<file path="src/brfalu_pkg.sv">
// Package: shared types, codes and defaults for the register file logic ALU.
`default_nettype none
package brfalu_pkg;

  localparam int NUM_VARS_DEF   = 26;
  localparam int DATA_WIDTH_DEF = 32;
  localparam int IDX_W          = 5;
  localparam int VAL_W          = 32;

  localparam logic [1:0] FUNC_LOAD  = 2'd0;
  localparam logic [1:0] FUNC_LOGIC = 2'd1;
  localparam logic [1:0] FUNC_NOT   = 2'd2;
  localparam logic [1:0] FUNC_READ  = 2'd3;

  localparam logic [3:0] LOP_OR   = 4'd0;
  localparam logic [3:0] LOP_AND  = 4'd1;
  localparam logic [3:0] LOP_IMP  = 4'd2;
  localparam logic [3:0] LOP_CONV = 4'd3;
  localparam logic [3:0] LOP_EQV  = 4'd4;
  localparam logic [3:0] LOP_XOR  = 4'd5;
  localparam logic [3:0] LOP_INH  = 4'd6;
  localparam logic [3:0] LOP_NAND = 4'd7;
  localparam logic [3:0] LOP_NOR  = 4'd8;

  localparam logic [1:0] ST_OK    = 2'd0;
  localparam logic [1:0] ST_UNDEF = 2'd1;
  localparam logic [1:0] ST_BADOP = 2'd2;
  localparam logic [1:0] ST_HALT  = 2'd3;

  typedef struct packed {
    logic [1:0]       func;
    logic [IDX_W-1:0] dest;
    logic [IDX_W-1:0] src_a;
    logic [IDX_W-1:0] src_b;
    logic [3:0]       logic_op;
    logic [VAL_W-1:0] load_value;
  } in_req_t;

  typedef struct packed {
    logic [VAL_W-1:0] result_value;
    logic [1:0]       status;
  } out_rsp_t;

endpackage
`default_nettype wire

</file>
<file path="src/brfalu_ram.sv">
// Generic RAM: one write port, two registered read ports.
`default_nettype none
module brfalu_ram #(
  parameter int WIDTH = 32,
  parameter int DEPTH = 26
) (
  input  wire logic                     clk,
  input  wire logic                     we,
  input  wire logic [$clog2(DEPTH)-1:0] waddr,
  input  wire logic [WIDTH-1:0]         wdata,
  input  wire logic                     re,
  input  wire logic [$clog2(DEPTH)-1:0] raddr_a,
  input  wire logic [$clog2(DEPTH)-1:0] raddr_b,
  output logic      [WIDTH-1:0]         rdata_a,
  output logic      [WIDTH-1:0]         rdata_b
);

  logic [WIDTH-1:0] mem [DEPTH];

  always_ff @(posedge clk) begin
    if (we) begin
      mem[waddr] <= wdata;
    end
    if (re) begin
      rdata_a <= mem[raddr_a];
      rdata_b <= mem[raddr_b];
    end
  end

endmodule
`default_nettype wire

</file>
<file path="src/boolean_register_file_alu_top.sv">
// Top level: register file with bitwise logic unit and halt latch.
//
//  channel | ports                         | payload
//  --------+-------------------------------+-------------------------
//  in      | in_valid, in_stall, in_req    | brfalu_pkg::in_req_t
//  out     | out_valid, out_stall, out_rsp | brfalu_pkg::out_rsp_t
//
// One request per cycle while in_stall is low. The first stage registers the
// request and reads the variable RAM; the second computes, writes back and loads
// the output register; its write is forwarded to the request being read.
// Reset clears the defined flags and the halt latch; RAM contents are left as is.
// A stalled output holds the second stage, which then stalls the input.
`default_nettype none
module boolean_register_file_alu_top #(
  parameter int NUM_VARS   = brfalu_pkg::NUM_VARS_DEF,
  parameter int DATA_WIDTH = brfalu_pkg::DATA_WIDTH_DEF
) (
  input  wire logic                 clk,
  input  wire logic                 rst_n,
  input  wire logic                 in_valid,
  output logic                      in_stall,
  input  wire brfalu_pkg::in_req_t  in_req,
  output logic                      out_valid,
  input  wire logic                 out_stall,
  output brfalu_pkg::out_rsp_t      out_rsp
);

  localparam int AW = $clog2(NUM_VARS);

  logic                  s1_valid_r;
  brfalu_pkg::in_req_t   s1_req_r;
  logic                  fwd_a_r;
  logic                  fwd_b_r;
  logic [DATA_WIDTH-1:0] fwd_data_r;
  logic [NUM_VARS-1:0]   def_r;
  logic                  halted_r;
  logic                  out_valid_r;
  brfalu_pkg::out_rsp_t  out_rsp_r;

  logic                  accept;
  logic                  adv;
  logic [AW-1:0]         rd_addr_a;
  logic [AW-1:0]         rd_addr_b;
  logic [DATA_WIDTH-1:0] ram_a;
  logic [DATA_WIDTH-1:0] ram_b;
  logic [AW-1:0]         addr_a;
  logic [AW-1:0]         addr_b;
  logic [AW-1:0]         addr_d;
  logic                  rng_a;
  logic                  rng_b;
  logic                  rng_d;
  logic                  def_a;
  logic                  def_b;
  logic [DATA_WIDTH-1:0] val_a;
  logic [DATA_WIDTH-1:0] val_b;
  logic [DATA_WIDTH-1:0] res;
  logic [1:0]            st;
  logic                  wr_en;
  logic [AW-1:0]         wr_addr;
  logic                  ram_we;

  assign adv      = s1_valid_r && (!out_valid_r || !out_stall);
  assign in_stall = s1_valid_r && !adv;
  assign accept   = in_valid && !in_stall;
  assign ram_we   = adv && wr_en;

  assign rd_addr_a = AW'(in_req.src_a);
  assign rd_addr_b = AW'(in_req.src_b);

  brfalu_ram #(
    .WIDTH (DATA_WIDTH),
    .DEPTH (NUM_VARS)
  ) u_ram (
    .clk     (clk),
    .we      (ram_we),
    .waddr   (wr_addr),
    .wdata   (res),
    .re      (accept),
    .raddr_a (rd_addr_a),
    .raddr_b (rd_addr_b),
    .rdata_a (ram_a),
    .rdata_b (ram_b)
  );

  assign addr_a = AW'(s1_req_r.src_a);
  assign addr_b = AW'(s1_req_r.src_b);
  assign addr_d = AW'(s1_req_r.dest);
  assign rng_a  = 32'(s1_req_r.src_a) < 32'(NUM_VARS);
  assign rng_b  = 32'(s1_req_r.src_b) < 32'(NUM_VARS);
  assign rng_d  = 32'(s1_req_r.dest) < 32'(NUM_VARS);
  assign def_a  = rng_a && def_r[addr_a];
  assign def_b  = rng_b && def_r[addr_b];
  assign val_a  = fwd_a_r ? fwd_data_r : ram_a;
  assign val_b  = fwd_b_r ? fwd_data_r : ram_b;

  always_comb begin
    res     = '0;
    st      = brfalu_pkg::ST_OK;
    wr_en   = 1'b0;
    wr_addr = addr_d;
    if (halted_r) begin
      st = brfalu_pkg::ST_HALT;
    end else begin
      unique case (s1_req_r.func)
        brfalu_pkg::FUNC_LOAD: begin
          res   = DATA_WIDTH'(s1_req_r.load_value);
          wr_en = rng_d;
        end
        brfalu_pkg::FUNC_LOGIC: begin
          if (!def_a || !def_b) begin
            st = brfalu_pkg::ST_UNDEF;
          end else begin
            unique case (s1_req_r.logic_op)
              brfalu_pkg::LOP_OR:   res = val_a | val_b;
              brfalu_pkg::LOP_AND:  res = val_a & val_b;
              brfalu_pkg::LOP_IMP:  res = ~val_a | val_b;
              brfalu_pkg::LOP_CONV: res = ~val_b | val_a;
              brfalu_pkg::LOP_EQV:  res = ~(val_a ^ val_b);
              brfalu_pkg::LOP_XOR:  res = val_a ^ val_b;
              brfalu_pkg::LOP_INH:  res = val_a & ~val_b;
              brfalu_pkg::LOP_NAND: res = ~(val_a & val_b);
              brfalu_pkg::LOP_NOR:  res = ~(val_a | val_b);
              default:              st  = brfalu_pkg::ST_BADOP;
            endcase
            wr_en = rng_d && (st == brfalu_pkg::ST_OK);
          end
        end
        brfalu_pkg::FUNC_NOT: begin
          if (!def_a) begin
            st = brfalu_pkg::ST_UNDEF;
          end else begin
            res   = ~val_a;
            wr_en = rng_d;
          end
        end
        brfalu_pkg::FUNC_READ: begin
          // unset variable reads as 0 and becomes defined
          wr_addr = addr_a;
          wr_en   = rng_a && !def_a;
          res     = def_a ? val_a : '0;
        end
      endcase
    end
    if (st != brfalu_pkg::ST_OK) begin
      res = '0;
    end
  end

  always_ff @(posedge clk) begin
    if (!rst_n) begin
      s1_valid_r  <= 1'b0;
      def_r       <= '0;
      halted_r    <= 1'b0;
      out_valid_r <= 1'b0;
    end else begin
      if (accept) begin
        s1_valid_r <= 1'b1;
      end else if (adv) begin
        s1_valid_r <= 1'b0;
      end
      if (adv) begin
        out_valid_r <= 1'b1;
      end else if (!out_stall) begin
        out_valid_r <= 1'b0;
      end
      if (ram_we) begin
        def_r[wr_addr] <= 1'b1;
      end
      if (adv && (st == brfalu_pkg::ST_UNDEF || st == brfalu_pkg::ST_BADOP)) begin
        halted_r <= 1'b1;
      end
    end
  end

  always_ff @(posedge clk) begin
    if (accept) begin
      s1_req_r   <= in_req;
      fwd_a_r    <= ram_we && (wr_addr == rd_addr_a);
      fwd_b_r    <= ram_we && (wr_addr == rd_addr_b);
      fwd_data_r <= res;
    end
    if (adv) begin
      out_rsp_r.result_value <= brfalu_pkg::VAL_W'(res);
      out_rsp_r.status       <= st;
    end
  end

  assign out_valid = out_valid_r;
  assign out_rsp   = out_rsp_r;

endmodule
`default_nettype wire
</file>
<file path="config.mk">
export PLATFORM = sky130hd
export DESIGN_NAME = boolean_register_file_alu_top
export DESIGN_NICKNAME = d
export VERILOG_FILES = /design/src/brfalu_pkg.sv /design/src/brfalu_ram.sv /design/src/boolean_register_file_alu_top.sv
export SDC_FILE = /design/constraint.sdc
export NUM_CORES = 1
export LEC_CHECK = 0
export BUFFER_PORTS_ARGS = -buffer_cell sky130_fd_sc_hd__buf_2
export CORE_ASPECT_RATIO = 1.5
export CORE_MARGIN = 2
export CORE_UTILIZATION = 31
export CTS_CLUSTER_DIAMETER = 200
export DETAILED_ROUTE_END_ITERATION = 10
export SYNTH_ARGS = -nofsm -noshare
export SYNTH_HDL_FRONTEND = slang
export SYNTH_HIERARCHICAL = 1
export SYNTH_SLANG_ARGS = --single-unit
</file>
<file path="constraint.sdc">
create_clock -name clk -period 13.3 [get_ports clk]
set_input_delay 2.66 -clock clk [delete_from_list [all_inputs] [get_ports clk]]
set_output_delay 2.66 -clock clk [all_outputs]
set_load 0.01 [all_outputs]
</file>
==> summary.txt <==
P_leak: 19.2 nW
Detailed Place HPWL: 93700 um
grt ovf: 0
Final min period: 5840 ps
initial core utilization: 31.2%
post-synthesis compound-gate area fraction: 7.82%
DRC: 0
via/cell ratio: 5.61
Post-Route WL: 157000 um
critical path class: in2out
critical path startpoint category: primary input
first-pass iteration count of the detailed router: 9
fin util: 34.8%
Synth Warn #: 6
post-cts resize count: 0
TNS Setup: 0 ps
vias in the first global route: 31700
VDD IR max: 0.0000850 V
Synth Area in XOR/XNOR: 0.729%
max cap viols: 0
flops & latches, synth: 1046
CTS Buf Count: 93
Distinct cells, synth: 62
Final setup viols: 0
Root Driver: clkbuf_16
Post-Synth Adder-Cell Area: 3.22%
initial antenna violation count: 3
Final period util: 43.9%
DRT antenna net count: 0
largest net degree at the start of global routing: 74
IO Port Bufs: 92
Post-Synthesis Cells: 3245
Clock Sinks: 1046
I/O pins: 93
CTS clk-pin slew, worst paths: 60 ps
DRC marker count from the first detailed-route iteration: 2822
Syn Nets: 3435
power density over the cells: 126 mW/mm^2
Die ar.: 0.170 sq mm
Synth Area in Simple Gates: 3.33%
status: completed
Max Freq: 0.171 GHz
Crit path arrival time: 3180 ps
R2R Setup Slk: 8510 ps
Post-synth EDFFs: 1017
worst skew pair latency: 710 ps
Data required, critical path: 10640 ps
Synth Cell Area: 0.0516 sq mm
first-pass GRT wire length: 224000 um
CTS tree: built
crit path max fanout: 3
syn avg cell area: 15.9 sq um
Final Net Count: 3458
register area share after synthesis: 60.3%
layout cells sized above 1: 21.8%
Async SR Flop Fraction: 0%
Final Max Tran Viols: 0
Worst Tran Pin Value: 1250 ps
gpl congestion: 0.799
DR WL/cell: 28.3 um
Total Routing Usage GR: 18.3%
Die Wd: 337 um
core area: 0.166 sq mm
Synth Flop Type: edfxtp_1
Layout area overhead: 11.6%
post-synthesis mux area share: 21.6%
Via Count: 31200
largest family of logic cells by synthesized area: multiplexers
# Post-CTS Setup Buffers: 0
Worst slew margin: 16.4%
clock skew: 32.7 ps
worst min-delay path category: reg2reg
Die Y: 504 um
clock buffer depth: 3
fill count: 15500
final hold violations: 0
RSZ-0062 raised after global routing: false
H-tree levels: 3
row count: 183
Power, Total: 0.00725 W
crit end category: output pin
hold buffers post-CTS: 0
[report_power, final]
part           switching, W  internal, W  leakage [nW]
registers         0.0000393      0.00370          9.23
clock network       0.00126      0.00149          1.46
logic              0.000478     0.000281          8.49
[synth_stat cells (6+ instances only)]
master | instances | area [sq um]
inv_1 | 83 | 312
a21oi_1 | 73 | 365
o21ai_1 | 36 | 180
a221oi_1 | 10 | 87.6
o22a_1 | 6 | 52.6
nor2b_1 | 25 | 156
edfxtp_1 | 1017 | 30500
mux4_2 | 304 | 6850
ha_1 | 133 | 1660
nand3_1 | 75 | 375
o22ai_1 | 87 | 544
nor2_1 | 89 | 334
mux2i_1 | 375 | 3750
a21o_1 | 32 | 240
buf_6 | 16 | 180
clkbuf_1 | 111 | 417
o21ai_0 | 79 | 395
o221ai_1 | 30 | 263
nor3_1 | 11 | 55.1
mux2_2 | 48 | 541
a211oi_1 | 13 | 97.6
dfxtp_1 | 29 | 581
xnor2_1 | 25 | 219
buf_4 | 21 | 158
nand3b_1 | 11 | 82.6
buf_1 | 23 | 86.3
nand2_1 | 116 | 435
a22oi_1 | 141 | 1060
o21a_1 | 10 | 75.1
a22o_1 | 34 | 298
xor2_1 | 18 | 158
buf_2 | 74 | 370
a31oi_1 | 21 | 131
[metrics by stage]
step	worst slack (ps)	instance area, sq um	std cells	hold WS (ps)
4_1_cts	7460	57600	5563	477
2_1_floorplan	3070	51600	3245	436
6_report	7460	57600	5567	473
3_3_place_gp	6870	54600	5393	448
5_1_grt	7440	57600	5564	509
3_5_place_dp	6840	54600	5393	461
[cell families (layout without fill, tap and decap cells)]
| group | after synthesis | in the layout |
|---|---|---|
| DFF | 1046 | 1046 |
| buffers and inverters | 336 | 434 |
| adders and majority gates | 133 | 133 |
| AOI/OAI and AO/OA | 593 | 593 |
| other | 0 | 4 |
| and+or+nand+nor | 367 | 367 |
| muxes | 727 | 727 |
| xor gates and xnor gates | 43 | 43 |
[flip-flops by register name (all words and copies together), names as in the netlist, 5 cells and up]
register and count:
def_r 26, u_ram/rdata_a 32, u_ram/rdata_b 32, out_rsp 34, addr_b 5, addr_d 5, addr_a 5, u_ram/mem 832
fwd_data_r 32, s1_req_r 38
[area by class of cell]
cell class	count	area, sq um	area share (%)
timing repair buffer	179	1170	2.03
antenna	4	10.0	0.0174
multi-input combinational	1863	19200	33.4
inverter	85	319	0.554
clock buffer	107	2420	4.20
tap	2220	2780	4.82
sequential	1046	31100	54.0
clock inverter	63	592	1.03
[layer usage]
metal  up-vias  GRT usage (%)  part of all wire (%)
li1      13100              -                     -
met1     16400           20.9                    36
met2      1302           33.4                    53
met3       368           2.66                   6.2
met4         0           8.09                   4.6
met5         -              0                     0
[cell usage in the layout (no fill, tap or decap), types with 11 or more instances in the layout]
| cell | count |
|---|---|
| a31oi_1 | 21 |
| a211oi_1 | 13 |
| nand2_1 | 116 |
| clkbuf_16 | 95 |
| xor2_1 | 18 |
| o221ai_1 | 30 |
| nor2_4 | 28 |
| nor2_1 | 61 |
| mux2i_1 | 375 |
| buf_2 | 85 |
| clkbuf_1 | 12 |
| mux2_2 | 48 |
| dfxtp_1 | 29 |
| a22oi_1 | 141 |
| o22ai_1 | 87 |
| nand3_1 | 75 |
| ha_1 | 133 |
| a22o_1 | 34 |
| xnor2_1 | 25 |
| nand3b_1 | 11 |
| nor2b_1 | 22 |
| clkinv_2 | 17 |
| a21o_1 | 32 |
| mux4_2 | 304 |
| a21oi_1 | 73 |
| buf_4 | 88 |
| o21ai_1 | 36 |
| inv_1 | 83 |
| o21ai_0 | 79 |
| edfxtp_1 | 1017 |
| clkinv_1 | 20 |
[worst max-delay path, stage by stage]
cell and delay, ps:
buf_2 120, and3_1 240, buf_2 160
[worst paths after layout]
kind,cells past startpoint,start,endpoint
max,3,out_stall,in_stall
min,2,def_r[6],def_r[6]
max reg2reg,9,s1_req_r[33],u_ram/mem[21][8]
min reg2reg,2,def_r[6],def_r[6]
(Power assumes the default switching activity.)
